`src/ledseq_pkg.sv`:
```
// Shared types and constants for the LED animation sequencer.
// Used by ledseq_cfg_regs, ledseq_engine and led_animation_sequencer; no dependencies.
`default_nettype none

package ledseq_pkg;

    localparam int unsigned TIME_W     = 16;
    localparam int unsigned CFG_IDX_W  = 3;
    localparam int unsigned MODE_W     = 3;

    // Input commands.
    typedef enum logic [1:0] {
        CMD_TICK = 2'd0,
        CMD_SET  = 2'd1,
        CMD_NEXT = 2'd2,
        CMD_PREV = 2'd3
    } cmd_t;

    // Animation mode codes; codes above MODE_LONG are not modes.
    localparam logic [MODE_W-1:0] MODE_OFF   = 3'd0;
    localparam logic [MODE_W-1:0] MODE_ON    = 3'd1;
    localparam logic [MODE_W-1:0] MODE_BLINK = 3'd2;
    localparam logic [MODE_W-1:0] MODE_SHORT = 3'd3;
    localparam logic [MODE_W-1:0] MODE_LONG  = 3'd4;

    // Configuration register indexes.
    localparam logic [CFG_IDX_W-1:0] REG_BLINK_HALF  = 3'd0;
    localparam logic [CFG_IDX_W-1:0] REG_BLINK_BURST = 3'd1;
    localparam logic [CFG_IDX_W-1:0] REG_BLINK_GAP   = 3'd2;
    localparam logic [CFG_IDX_W-1:0] REG_SHORT_ON    = 3'd3;
    localparam logic [CFG_IDX_W-1:0] REG_SHORT_OFF   = 3'd4;
    localparam logic [CFG_IDX_W-1:0] REG_LONG_ON     = 3'd5;
    localparam logic [CFG_IDX_W-1:0] REG_LONG_OFF    = 3'd6;

    // Reset values of the timing registers, in milliseconds.
    localparam logic [TIME_W-1:0] RST_BLINK_HALF  = 16'd50;
    localparam logic [TIME_W-1:0] RST_BLINK_BURST = 16'd600;
    localparam logic [TIME_W-1:0] RST_BLINK_GAP   = 16'd300;
    localparam logic [TIME_W-1:0] RST_SHORT_ON    = 16'd300;
    localparam logic [TIME_W-1:0] RST_SHORT_OFF   = 16'd700;
    localparam logic [TIME_W-1:0] RST_LONG_ON     = 16'd500;
    localparam logic [TIME_W-1:0] RST_LONG_OFF    = 16'd500;

    localparam logic [TIME_W-1:0] TIME_MAX = 16'hFFFF;

    typedef struct packed {
        logic [TIME_W-1:0] blink_half_period;
        logic [TIME_W-1:0] blink_burst_len;
        logic [TIME_W-1:0] blink_gap_len;
        logic [TIME_W-1:0] short_on_time;
        logic [TIME_W-1:0] short_off_time;
        logic [TIME_W-1:0] long_on_time;
        logic [TIME_W-1:0] long_off_time;
    } timing_cfg_t;

    typedef struct packed {
        logic [1:0]        cmd;
        logic [MODE_W-1:0] mode_value;
    } in_item_t;

    typedef struct packed {
        logic              led_level;
        logic [MODE_W-1:0] active_mode;
    } out_item_t;

endpackage

`default_nettype wire

```
`src/ledseq_cfg_regs.sv`:
```
// Timing configuration register file of the LED animation sequencer.
// Depends on ledseq_pkg for the register indexes, reset values and timing_cfg_t.
`default_nettype none

module ledseq_cfg_regs (
    input  wire logic                               clk,
    input  wire logic                               rst_n,
    input  wire logic                               cfg_wr_en,
    input  wire logic [ledseq_pkg::CFG_IDX_W-1:0]   cfg_index,
    input  wire logic [ledseq_pkg::TIME_W-1:0]      cfg_wdata,
    output ledseq_pkg::timing_cfg_t                 timing
);

    ledseq_pkg::timing_cfg_t cfg_reg;
    ledseq_pkg::timing_cfg_t cfg_next;

    // Writes to an index past the last register are dropped.
    always_comb
    begin
        cfg_next = cfg_reg;
        if (cfg_wr_en)
        begin
            unique case (cfg_index)
                ledseq_pkg::REG_BLINK_HALF:  cfg_next.blink_half_period = cfg_wdata;
                ledseq_pkg::REG_BLINK_BURST: cfg_next.blink_burst_len   = cfg_wdata;
                ledseq_pkg::REG_BLINK_GAP:   cfg_next.blink_gap_len     = cfg_wdata;
                ledseq_pkg::REG_SHORT_ON:    cfg_next.short_on_time     = cfg_wdata;
                ledseq_pkg::REG_SHORT_OFF:   cfg_next.short_off_time    = cfg_wdata;
                ledseq_pkg::REG_LONG_ON:     cfg_next.long_on_time      = cfg_wdata;
                ledseq_pkg::REG_LONG_OFF:    cfg_next.long_off_time     = cfg_wdata;
                default:                     cfg_next = cfg_reg;
            endcase
        end
    end

    always_ff @(posedge clk or negedge rst_n)
    begin
        if (!rst_n)
        begin
            cfg_reg.blink_half_period <= ledseq_pkg::RST_BLINK_HALF;
            cfg_reg.blink_burst_len   <= ledseq_pkg::RST_BLINK_BURST;
            cfg_reg.blink_gap_len     <= ledseq_pkg::RST_BLINK_GAP;
            cfg_reg.short_on_time     <= ledseq_pkg::RST_SHORT_ON;
            cfg_reg.short_off_time    <= ledseq_pkg::RST_SHORT_OFF;
            cfg_reg.long_on_time      <= ledseq_pkg::RST_LONG_ON;
            cfg_reg.long_off_time     <= ledseq_pkg::RST_LONG_OFF;
        end
        else
        begin
            cfg_reg <= cfg_next;
        end
    end

    assign timing = cfg_reg;

endmodule

`default_nettype wire

```
`src/ledseq_engine.sv`:
```
// Animation state and per-item update logic of the LED animation sequencer.
// Depends on ledseq_pkg for the command, mode and timing definitions.
`default_nettype none

module ledseq_engine (
    input  wire logic                     clk,
    input  wire logic                     rst_n,
    input  wire logic                     step,
    input  ledseq_pkg::in_item_t          item,
    input  ledseq_pkg::timing_cfg_t       timing,
    output ledseq_pkg::out_item_t         result
);

    logic [ledseq_pkg::MODE_W-1:0] mode_reg,  mode_next;
    logic                          led_reg,   led_next;
    logic [ledseq_pkg::TIME_W-1:0] phase_reg, phase_next;
    logic [ledseq_pkg::TIME_W-1:0] burst_reg, burst_next;
    logic                          gap_reg,   gap_next;

    logic [ledseq_pkg::TIME_W-1:0] phase_inc;
    logic [ledseq_pkg::TIME_W-1:0] burst_inc;
    logic [ledseq_pkg::TIME_W-1:0] on_time;
    logic [ledseq_pkg::TIME_W-1:0] off_time;
    logic                          enter;
    logic [ledseq_pkg::MODE_W-1:0] enter_mode;

    // Saturating increments of both counters.
    assign phase_inc = (phase_reg == ledseq_pkg::TIME_MAX) ? phase_reg
                                                           : phase_reg + 16'd1;
    assign burst_inc = (burst_reg == ledseq_pkg::TIME_MAX) ? burst_reg
                                                           : burst_reg + 16'd1;

    assign on_time  = (mode_reg == ledseq_pkg::MODE_SHORT) ? timing.short_on_time
                                                           : timing.long_on_time;
    assign off_time = (mode_reg == ledseq_pkg::MODE_SHORT) ? timing.short_off_time
                                                           : timing.long_off_time;

    // Mode change decode.
    always_comb
    begin
        enter      = 1'b0;
        enter_mode = mode_reg;
        unique case (ledseq_pkg::cmd_t'(item.cmd))
            ledseq_pkg::CMD_TICK:
            begin
                enter = 1'b0;
            end
            ledseq_pkg::CMD_SET:
            begin
                enter      = (item.mode_value <= ledseq_pkg::MODE_LONG);
                enter_mode = item.mode_value;
            end
            ledseq_pkg::CMD_NEXT:
            begin
                enter      = 1'b1;
                enter_mode = (mode_reg == ledseq_pkg::MODE_LONG) ? ledseq_pkg::MODE_OFF
                                                                 : mode_reg + 3'd1;
            end
            ledseq_pkg::CMD_PREV:
            begin
                enter      = 1'b1;
                enter_mode = (mode_reg == ledseq_pkg::MODE_OFF) ? ledseq_pkg::MODE_LONG
                                                                : mode_reg - 3'd1;
            end
        endcase
    end

    // Next state for one item.
    always_comb
    begin
        mode_next  = mode_reg;
        led_next   = led_reg;
        phase_next = phase_reg;
        burst_next = burst_reg;
        gap_next   = gap_reg;
        if (enter)
        begin
            mode_next  = enter_mode;
            led_next   = (enter_mode != ledseq_pkg::MODE_OFF);
            phase_next = '0;
            burst_next = '0;
            gap_next   = 1'b0;
        end
        else if (ledseq_pkg::cmd_t'(item.cmd) == ledseq_pkg::CMD_TICK)
        begin
            if (mode_reg == ledseq_pkg::MODE_BLINK)
            begin
                if (gap_reg)
                begin
                    if (phase_inc >= timing.blink_gap_len)
                    begin
                        phase_next = '0;
                        burst_next = '0;
                        gap_next   = 1'b0;
                        led_next   = 1'b1;
                    end
                    else
                    begin
                        phase_next = phase_inc;
                    end
                end
                else if (phase_inc >= timing.blink_half_period)
                begin
                    phase_next = '0;
                    if (burst_inc >= timing.blink_burst_len)
                    begin
                        led_next   = 1'b0;
                        gap_next   = 1'b1;
                        burst_next = '0;
                    end
                    else
                    begin
                        led_next   = ~led_reg;
                        burst_next = burst_inc;
                    end
                end
                else
                begin
                    phase_next = phase_inc;
                    burst_next = burst_inc;
                end
            end
            else if (mode_reg == ledseq_pkg::MODE_SHORT || mode_reg == ledseq_pkg::MODE_LONG)
            begin
                if (led_reg ? (phase_inc >= on_time) : (phase_inc >= off_time))
                begin
                    led_next   = ~led_reg;
                    phase_next = '0;
                end
                else
                begin
                    phase_next = phase_inc;
                end
            end
        end
    end

    always_ff @(posedge clk or negedge rst_n)
    begin
        if (!rst_n)
        begin
            mode_reg  <= ledseq_pkg::MODE_OFF;
            led_reg   <= 1'b0;
            phase_reg <= '0;
            burst_reg <= '0;
            gap_reg   <= 1'b0;
        end
        else if (step)
        begin
            mode_reg  <= mode_next;
            led_reg   <= led_next;
            phase_reg <= phase_next;
            burst_reg <= burst_next;
            gap_reg   <= gap_next;
        end
    end

    assign result.led_level   = led_next;
    assign result.active_mode = mode_next;

    // The mode register only ever holds a valid mode.
    a_mode_range: assert property (@(posedge clk) disable iff (!rst_n)
        mode_reg <= ledseq_pkg::MODE_LONG)
        else $error("mode register holds an invalid mode");

    // The blink gap exists only in blink mode, and the LED is dark in it.
    a_gap_blink: assert property (@(posedge clk) disable iff (!rst_n)
        gap_reg |-> (mode_reg == ledseq_pkg::MODE_BLINK) && !led_reg)
        else $error("blink gap flag set outside a dark blink phase");

    // Off mode never lights the LED.
    a_off_dark: assert property (@(posedge clk) disable iff (!rst_n)
        (mode_reg == ledseq_pkg::MODE_OFF) |-> !led_reg)
        else $error("LED lit in off mode");

endmodule

`default_nettype wire

```
`src/led_animation_sequencer.sv`:
```
// Top level of the LED animation sequencer: input register, output register and glue.
// Depends on ledseq_pkg, ledseq_cfg_regs and ledseq_engine.
//
// Usage:
//   Input channel (in_valid, in_stall, in_data) carries one command per transfer:
//   a one-millisecond tick, a direct mode set, or a step to the next or previous
//   mode. Output channel (out_valid, out_stall, out_data) returns exactly one result
//   per input transfer, in order: the LED level and the active mode after that item.
//   A transfer happens on a rising clock edge where valid is high and stall is low.
//
//   An item taken is held in the input register, processed by the engine, and its
//   result is loaded into the output register and presented from there. Throughput
//   is one item per cycle while the receiver does not stall, set by the state
//   update between the input register and the output register. The input register
//   frees as the result register loads, so a new item is taken while an earlier
//   result waits to be collected.
//
//   When the receiver stalls, the result stays in the output register, the pending
//   item stays in the input register, and in_stall rises only once both are full.
//
//   Reset (rst_n low, asynchronous) empties both registers, returns the mode to
//   off with the LED dark and loads the default timing values. The timing registers
//   are written through cfg_wr_en / cfg_index / cfg_wdata, by the user only while the
//   block is idle, which it does not enforce; indexes past the last one are ignored.
`default_nettype none

module led_animation_sequencer (
    input  wire logic                               clk,
    input  wire logic                               rst_n,
    input  wire logic                               in_valid,
    output logic                                    in_stall,
    input  ledseq_pkg::in_item_t                    in_data,
    output logic                                    out_valid,
    input  wire logic                               out_stall,
    output ledseq_pkg::out_item_t                   out_data,
    input  wire logic                               cfg_wr_en,
    input  wire logic [ledseq_pkg::CFG_IDX_W-1:0]   cfg_index,
    input  wire logic [ledseq_pkg::TIME_W-1:0]      cfg_wdata
);

    logic                    in_valid_reg, in_valid_next;
    ledseq_pkg::in_item_t    in_data_reg;
    logic                    out_valid_reg, out_valid_next;
    ledseq_pkg::out_item_t   out_data_reg;

    ledseq_pkg::timing_cfg_t timing;
    ledseq_pkg::out_item_t   result;

    logic                    advance;
    logic                    accept_in;
    logic                    step;

    // The output register can take a new result when it is empty or being drained.
    assign advance   = !out_valid_reg || !out_stall;
    assign in_stall  = in_valid_reg && !advance;
    assign accept_in = in_valid && !in_stall;
    assign step      = in_valid_reg && advance;

    assign in_valid_next  = accept_in || (in_valid_reg && !advance);
    assign out_valid_next = step || (out_valid_reg && out_stall);

    always_ff @(posedge clk or negedge rst_n)
    begin
        if (!rst_n)
        begin
            in_valid_reg  <= 1'b0;
            out_valid_reg <= 1'b0;
        end
        else
        begin
            in_valid_reg  <= in_valid_next;
            out_valid_reg <= out_valid_next;
        end
    end

    // Payload registers carry no reset.
    always_ff @(posedge clk)
    begin
        if (accept_in)
        begin
            in_data_reg <= in_data;
        end
        if (step)
        begin
            out_data_reg <= result;
        end
    end

    ledseq_cfg_regs u_cfg_regs (
        .clk       (clk),
        .rst_n     (rst_n),
        .cfg_wr_en (cfg_wr_en),
        .cfg_index (cfg_index),
        .cfg_wdata (cfg_wdata),
        .timing    (timing)
    );

    ledseq_engine u_engine (
        .clk    (clk),
        .rst_n  (rst_n),
        .step   (step),
        .item   (in_data_reg),
        .timing (timing),
        .result (result)
    );

    assign out_valid = out_valid_reg;
    assign out_data  = out_data_reg;

    // A pending item is kept until the engine consumes it.
    a_hold_pending: assert property (@(posedge clk) disable iff (!rst_n)
        (in_valid_reg && !advance) |=> in_valid_reg)
        else $error("pending input item dropped");

    // Every processed item produces a result in the next cycle.
    a_step_result: assert property (@(posedge clk) disable iff (!rst_n)
        step |=> out_valid_reg)
        else $error("processed item produced no result");

    // Input is only held off while the output register is full and stalled.
    a_stall_cause: assert property (@(posedge clk) disable iff (!rst_n)
        in_stall |-> (out_valid_reg && out_stall && in_valid_reg))
        else $error("input stalled without a full output");

    // Results never report an invalid mode.
    a_out_mode: assert property (@(posedge clk) disable iff (!rst_n)
        out_valid_reg |-> (out_data_reg.active_mode <= ledseq_pkg::MODE_LONG))
        else $error("result carries an invalid mode");

endmodule

`default_nettype wire
```
`config.mk`:
```
export PLATFORM = sky130hd
export DESIGN_NAME = led_animation_sequencer
export DESIGN_NICKNAME = d
export VERILOG_FILES = /design/src/ledseq_pkg.sv /design/src/ledseq_cfg_regs.sv /design/src/ledseq_engine.sv /design/src/led_animation_sequencer.sv
export SDC_FILE = /design/constraint.sdc
export NUM_CORES = 1
export LEC_CHECK = 0
export ABC_AREA = 1
export BUFFER_PORTS_ARGS = -buffer_cell sky130_fd_sc_hd__buf_4
export CAP_MARGIN = 20
export CORE_UTILIZATION = 47
export CTS_CLUSTER_SIZE = 10
export DETAILED_ROUTE_END_ITERATION = 16
export HOLD_SLACK_MARGIN = 0.08
export PLACE_DENSITY_LB_ADDON = 0.05
export SETUP_SLACK_MARGIN = 0.2
export SLEW_MARGIN = 30
export SYNTH_ARGS = -nofsm -noshare
export SYNTH_HDL_FRONTEND = slang
export SYNTH_SLANG_ARGS = --single-unit
```
`constraint.sdc`:
```
create_clock -name clk -period 4.3 [get_ports clk]
set_clock_uncertainty 0.1 [all_clocks]
set_input_delay 0.86 -clock clk [delete_from_list [all_inputs] [get_ports clk]]
set_output_delay 0.86 -clock clk [all_outputs]
set_load 0.02 [all_outputs]
```
==> key figures, run 1 <==
Die
  – Die W: 142 um
  – Core area: 19000 um2
  – Die H: 142 um
  – Starting density of the core: 48.6%
  – Die Area: 20200 um2
  – IO Pins: 35
  – Rows: 50

Drt
  – Routed wire per std cell: 15.5 um
  – DRC: 0
  – DRT iter0 DRCs: 399
  – Via total after detailed routing: 7246
  – WL final: 22.0 mm
  – DR pass1 iterations: 5
  – Post-DR vias/cell: 5.13
  – Final antenna-violating net count: 0

Finish
  – Nets: 1252
  – Commonest cells after routing, fill and taps aside: nand2_1, inv_1, o21ai_0, dfrtp_1, ha_1
  – Antenna Cells: 0
  – Post-layout util: 56.2%
  – Share of layout cells above drive strength 1: 15.5%
  – Commonest non-fill, non-tap cell in the layout: nand2_1
  – Max reg flops: 112
  – Area added between synthesis and finish: 15.5%
  – Final Non-Filler Cells: 1413

Global route
  – Initial antenna violation count: 0
  – Number of global-route vias before repair: 6906
  – Grt ovf: 0
  – First-pass GRT wire length: 35.5 mm
  – Global Route Usage Sum: 23.0%
  – Largest net degree at the start of global routing: 68

Synthesis
  – Post-synthesis compound-gate area fraction: 13.3%
  – Syn Nets: 1208
  – Synthesis warning total: 0
  – Syn Inst Count: 1096
  – Syn Area/Cell: 8.44 um2
  – Portion of netlist area occupied by mux cells: 3.49%
  – Simple-gate share of the synthesized area: 18.7%
  – Synthesized flop and latch total: 160
  – Post-synth cell types: 42
  – Synth Area in XOR/XNOR: 1.89%
  – Post-synthesis instance area: 9250 um2
  – Largest family of logic cells by synthesized area: simple AND/OR/NAND/NOR gates
  – Register area share after synthesis: 44.2%
  – Adder-cell share of the synthesized area: 11.2%

CTS
  – Clock Sinks: 160
  – Worst-skew pair later-pin latency: 430 ps
  – Total CTS buffers: 17
  – Hold-fix buffers, CTS: 0
  – CTS tree: yes
  – Root Buffer: clkbuf_16
  – H-tree levels: 4
  – Clock buffer depth: 2
  – Clk pin slew, worst setup/hold paths: 70 ps

Worst setup path
  – Critical R2R Capture: u_engine.phase_reg[1]
  – Most used cell, CP: nand2_1
  – Critical path endpoint: u_engine.phase_reg[1]
  – Nature of the critical path endpoint: register
  – Startpoint Class: register
  – Arrival @ worst endpoint: 4130 ps
  – Crit. Startpoint: u_engine.phase_reg[0]
  – Slowest cell on crit path: dfrtp_1
  – Critical path peak fanout: 8
  – Worst-path cell chain: ha_2, inv_2, nor2_1, nand2_2, nor2_4, nor3_4, inv_2, nor3_4, nand3_2, buf_4, xor2_2, buf_4, ha_1, nand2_1, nor2_1, a211oi_2, o221a_2, nand2_1, nand2_1, nand3_2, o21ai_4, clkbuf_16, nand3_1, o21ai_0
  – CP required: 4550 ps
  – Cells on worst reg2reg path: 24
  – WS Path Type: reg -> reg
  – Largest stage delay on the critical path: 400 ps
  – Reg2reg start: u_engine.phase_reg[0]
  – Reg-to-reg slack, setup: 410 ps

Place
  – Routability congestion estimate: 0.808
  – Post-Place Cells: 1375
  – IO Port Bufs: 34
  – Hpwl dp: 15.4 mm
  – Pre-CTS setup slack: 154 ps

Job
  – Max-Cap Viols: 0

STA
  – Crit share post-route: 90.4%
  – Least-Margin Pin Slew: 732 ps
  – Slew Limit Fails: 0
  – Fmax: 257 MHz
  – Worst relative slew slack: 51.2%
  – Final setup margin: 414 ps
  – Finish-stage setup viols: 0
  – Final hold violation count: 0
  – RSZ-0062 raised after global routing: no
  – Sum Neg Setup Slack: 0 ps
  – Fin crit period: 3890 ps

Worst hold path
  – Worst min-delay path class: in -> async

Pwr
  – P per Cell Area: 445 nW/um2
  – Leakage: 5.04 nW
  – VDD IR max: 0.245 mV

Run status
  – Status: finished, final reports clean
==> critical path, delay by kind of cell (launching register included) <==
family	cells	cell delay, ps
XOR/XNOR	1	150
AO/OA/AOI/OAI	4	650
AND/OR/NAND/NOR	12	1300
adder cells (fa/ha/maj)	2	510
buffers and inverters	5	680
flip-flops	1	400
==> routing by layer <==
layer,vias up,global-route usage [%],share of wire [%]
met1,3378,32.0,49
met2,133,36.5,46
met4,0,5.49,0.91
li1,3719,-,-
met3,16,5.05,3.6
met5,-,0,0
==> synth_stat cells, drive strengths merged <==
master	count	share of area, %
a2111oi	1	0.095
a211oi	7	0.57
a21oi	49	2.7
a221o	1	0.11
a31oi	2	0.14
buf	9	0.57
clkbuf	24	0.97
clkinv	2	0.081
dfrtp	118	32
dfstp	33	9.4
edfxtp	9	2.9
ha	83	11
inv	136	5.5
mux2	2	0.24
mux2i	30	3.2
nand2	264	11
nand3	52	3.4
nand3b	1	0.081
nand4	8	0.54
nor2	54	2.3
nor3	21	1.2
nor4	3	0.20
o211ai	3	0.24
o21ai	157	8.7
o221a	3	0.37
o22ai	1	0.068
o31ai	2	0.31
or2	1	0.068
xnor2	3	0.28
xor2	17	1.6
==> report_power, final <==
group	internal (W)	switching [W]	total, W
logic	0.000461	0.000721	0.00118
clock network	0.000989	0.000641	0.00163
registers	0.00180	0.000141	0.00194
total	0.00325	0.00150	0.00475
==> area by class of cell <==
cell class,instances,area [um2]
flip-flops and latches,160,4090
well taps,260,325
inverters,138,523
multi-input cells,765,4620
fillers,1805,8330
clock buffers,19,443
repair buffers,58,494
clock inverters,13,188
==> timing repair <==
item	in CTS	in global routing
buffers inserted	0	5
pin swaps	0	16
cloned	0	1
endpoints found under the setup margin	32	35
endpoints found under the hold margin	0	0
gates resized for setup	2	33
==> metrics by stage <==
stage | area, um2 | total power [W] | hold slack, ps
2_1_floorplan | 9250 | 0.00275 | 348
3_3_place_gp | 9840 | 0.00308 | 363
3_5_place_dp | 9850 | 0.00311 | 373
4_1_cts | 10500 | 0.00475 | 350
5_1_grt | 10700 | 0.00508 | 365
6_report | 10700 | 0.00475 | 336
==> cell families after synthesis <==
group,after synthesis
XOR/XNOR,20
adder cells (fa/ha/maj),83
buffers and inverters,171
AO/OA/AOI/OAI,226
AND/OR/NAND/NOR,404
multiplexers,32
flip-flops,160
==> worst min path at each step <==
| stage | from | cells past startpoint | to | slack, ps |
|---|---|---|---|---|
| final | rst_n | 1 | u_cfg_regs.timing[19] | 340 |
| after global routing | rst_n | 1 | u_cfg_regs.timing[19] | 370 |
| after CTS | rst_n | 1 | u_cfg_regs.timing[19] | 350 |
| after detailed placement | u_cfg_regs.timing[3] | 2 | u_cfg_regs.timing[3] | 370 |
| after global placement | u_cfg_regs.timing[16] | 2 | u_cfg_regs.timing[16] | 360 |
| after floorplan | u_cfg_regs.timing[32] | 2 | u_cfg_regs.timing[32] | 350 |
Power figures use the tool's default switching activity.
==> run 2, diff against run 1 <==
--- a/config.mk
+++ b/config.mk
@@ -17,4 +17,5 @@
 export SLEW_MARGIN = 30
 export SYNTH_ARGS = -nofsm -noshare
 export SYNTH_HDL_FRONTEND = slang
+export SYNTH_HIERARCHICAL = 1
 export SYNTH_SLANG_ARGS = --single-unit
==> key figures, run 2 <==
Place
  – Hpwl dp: 17.1 mm (+11%)
  – Post-Place Cells: 1476 (+7.3%)
  – IO Port Bufs: 34 (unchanged)
  – Routability congestion estimate: 0.903 (+12%)

STA
  – Fmax: 250 MHz (-3.0%)
  – Least-Margin Pin Slew: 905 ps (+173 ps)
  – Worst relative slew slack: 39.6% (-12 points)
  – Final hold violation count: 0 (unchanged)
  – RSZ-0062 raised after global routing: yes
  – Slew Limit Fails: 0 (unchanged)
  – Crit share post-route: 93.2% (+2.8 points)
  – Fin crit period: 4010 ps (+120 ps)
  – Finish-stage setup viols: 0 (unchanged)
  – Sum Neg Setup Slack: 0 ps (unchanged)

Synthesis
  – Synthesized flop and latch total: 160 (unchanged)
  – Post-synthesis compound-gate area fraction: 7.45% (-5.9 points)
  – Synth Area in XOR/XNOR: 1.82% (-0.077 points)
  – Syn Area/Cell: 8.05 um2 (-4.5%)
  – Most common cell in the netlist: nand2_1
  – Synthesis warning total: 6 (+6)
  – Share of the synthesized area in the top cell type: 30.6% (-1.3 points)
  – Simple-gate share of the synthesized area: 27.6% (+8.9 points)
  – Register area share after synthesis: 42.4% (-1.8 points)
  – Largest family of logic cells by synthesized area: simple AND/OR/NAND/NOR gates
  – Post-synth cell types: 49 (+17%)
  – Top FF cell, synth: dfrtp_1
  – Syn Inst Count: 1197 (+9.2%)
  – Synth area leader: dfrtp_1
  – Post-synth top cells: nand2_1, dfrtp_1, inv_1, nand3_1, ha_1
  – Post-synth EDFFs: 9 (unchanged)
  – Portion of netlist area occupied by mux cells: 3.35% (-0.14 points)
  – Area contributors post-synth: dfrtp_1, nand2_1, ha_1
  – Synth async-reset ratio: 94.4% (unchanged)
  – Adder-cell share of the synthesized area: 10.8% (-0.46 points)
  – Syn Nets: 1309 (+8.4%)
  – Post-synthesis instance area: 9640 um2 (+4.2%)

Finish
  – Fillers: 1947 (+7.9%)
  – Area added between synthesis and finish: 14.1%
  – Nets: 1351 (+7.9%)
  – Final Non-Filler Cells: 1522 (+7.7%)
  – Commonest cells after routing, fill and taps aside: nand2_1, dfrtp_1, inv_1, nand3_1, ha_1
  – Multi-input gate area: 5030 um2 (+9.0%)
  – Commonest non-fill, non-tap cell in the layout: nand2_1
  – Antenna Cells: 0 (unchanged)
  – Max reg flops: 112 (unchanged)
  – Area occupied by registers: 4090 um2 (unchanged)
  – Share of layout cells above drive strength 1: 15.3% (-0.27 points)

Pwr
  – P per Cell Area: 429 nW/um2 (-3.6%)
  – Leakage: 5.55 nW (+10%)
  – VDD IR max: 0.257 mV (+5.0%)

Die
  – Die W: 145 um (+2.1%)
  – Core area: 20200 um2 (+6.1%)
  – Rows: 52 (+4.0%)
  – Die H: 145 um (+2.1%)
  – Die Area: 21100 um2 (+4.2%)
  – IO Pins: 35 (unchanged)
  – Starting density of the core: 47.8% (-0.83 points)

CTS
  – Clk pin slew, worst setup/hold paths: 70 ps (about the same)
  – Total CTS buffers: 17 (unchanged)
  – Root Buffer: clkbuf_16
  – H-tree levels: 4 (unchanged)
  – Clock buffer depth: 2 (unchanged)
  – Clock Sinks: 160 (unchanged)
  – Worst-skew pair later-pin latency: 440 ps (about the same)
  – Hold-fix buffers, CTS: 0 (unchanged)
  – CTS tree: yes

Global route
  – Initial antenna violation count: 0 (unchanged)
  – Global Route Usage Sum: 24.6% (+1.6 points)
  – Number of global-route vias before repair: 7703 (+12%)
  – Largest net degree at the start of global routing: 79 (+16%)
  – Grt ovf: 0 (unchanged)
  – First-pass GRT wire length: 40.6 mm (+14%)

Worst setup path
  – Slowest cell on crit path: dfrtp_1
  – Nature of the critical path endpoint: register
  – Largest stage delay on the critical path: 400 ps (about the same)
  – WS Path Type: reg -> reg
  – Arrival @ worst endpoint: 4210 ps (+80 ps)
  – Startpoint Class: register
  – Critical path peak fanout: 8 (unchanged)
  – Most used cell, CP: nor3_2
  – CP required: 4500 ps (-50 ps)

Drt
  – Post-DR vias/cell: 5.19 (+1.2%)
  – WL final: 25.0 mm (+14%)
  – Via total after detailed routing: 7899 (+9.0%)
  – Routed wire per std cell: 16.4 um (+5.6%)
  – DRC: 0 (unchanged)
  – DR pass1 iterations: 5 (unchanged)
  – Final antenna-violating net count: 0 (unchanged)
  – DRT iter0 DRCs: 513 (+29%)

Job
  – Max-Cap Viols: 0 (unchanged)

Worst hold path
  – Worst min-delay path class: in -> async

Run status
  – Status: finished, final reports clean
[run 2: cell families (layout without fill, tap and decap cells)]
family          count (synthesis)  count (layout)
compound gates                108             108
flops                         160             160
buf+inv                       160             214
simple gates                  634             635
mux                            32              32
xor+xnor                       20              20
fa+ha+maj                      83              83
[run 2: stage by stage]
stage / power (W) / hold slack (ps) / setup WS, ps / util (%) / instance area [um2]
floorplan: 0.00278 / 336 / 658 / - / 9640
global placement: 0.00311 / 352 / 279 / 50.4 / 10200
detailed placement: 0.00313 / 354 / 219 / 50.4 / 10200
CTS: 0.00471 / 366 / 227 / 53.5 / 10800
global route: 0.00502 / 378 / 53.4 / 54.6 / 11000
finish: 0.00472 / 348 / 294 / 54.6 / 11000
[run 2: per-layer routing]
layer	wire length (um)	GRT usage (%)	vias up
met5	0	0	-
met4	296	5.68	0
met3	787	3.68	25
met2	11800	40.7	147
met1	12000	34.1	3761
li1	-	-	3966
[run 2: path summary, 6_finish.rpt]
kind | slack, ps | start | depth (start not counted) | end
worst min-delay path | 350 | rst_n | 1 | u_cfg_regs/timing[96]
worst min register to register | 360 | u_cfg_regs/timing[37] | 2 | u_cfg_regs/timing[37]
min in group clk | 360 | u_cfg_regs/timing[37] | 2 | u_cfg_regs/timing[37]
worst max register to register | 290 | u_engine/phase_reg[0] | 25 | u_engine/phase_reg[3]
max in group asynchronous | 2810 | rst_n | 2 | u_cfg_regs/timing[72]
worst max-delay path | 290 | u_engine/phase_reg[0] | 25 | u_engine/phase_reg[3]
[run 2: repair_timing]
item / 4_1_cts / 5_1_grt
cloned: 1 / 0
resized for setup: 1 / 25
buffers inserted: 1 / 12
endpoints found under the setup margin: 10 / 35
pin swaps: 2 / 20
[run 2: worst max-delay path, delay by kind of cell (launching register included)]
kind / cells / cell delay [ps]
and+or+nand+nor: 14 / 1600
buffers and inverters: 5 / 610
adders and majority gates: 2 / 470
AOI/OAI and AO/OA: 3 / 410
DFF: 1 / 400
xor gates and xnor gates: 1 / 260
[run 2: report_power, final]
group	total [W]	switching, W	leakage [nW]	internal (W)
clock network	0.00154	0.000743	0.297	0.000802
registers	0.00194	0.000138	1.95	0.00180
logic	0.00124	0.000769	3.30	0.000467
[run 2: final cells by class]
class / count / share of cell area (%)
clock inverter: 14 / 1.50
tap: 270 / 3.07
multi-input combinational: 878 / 45.8
timing repair buffer: 56 / 4.20
clock buffer: 18 / 3.99
inverter: 126 / 4.32
sequential: 160 / 37.2
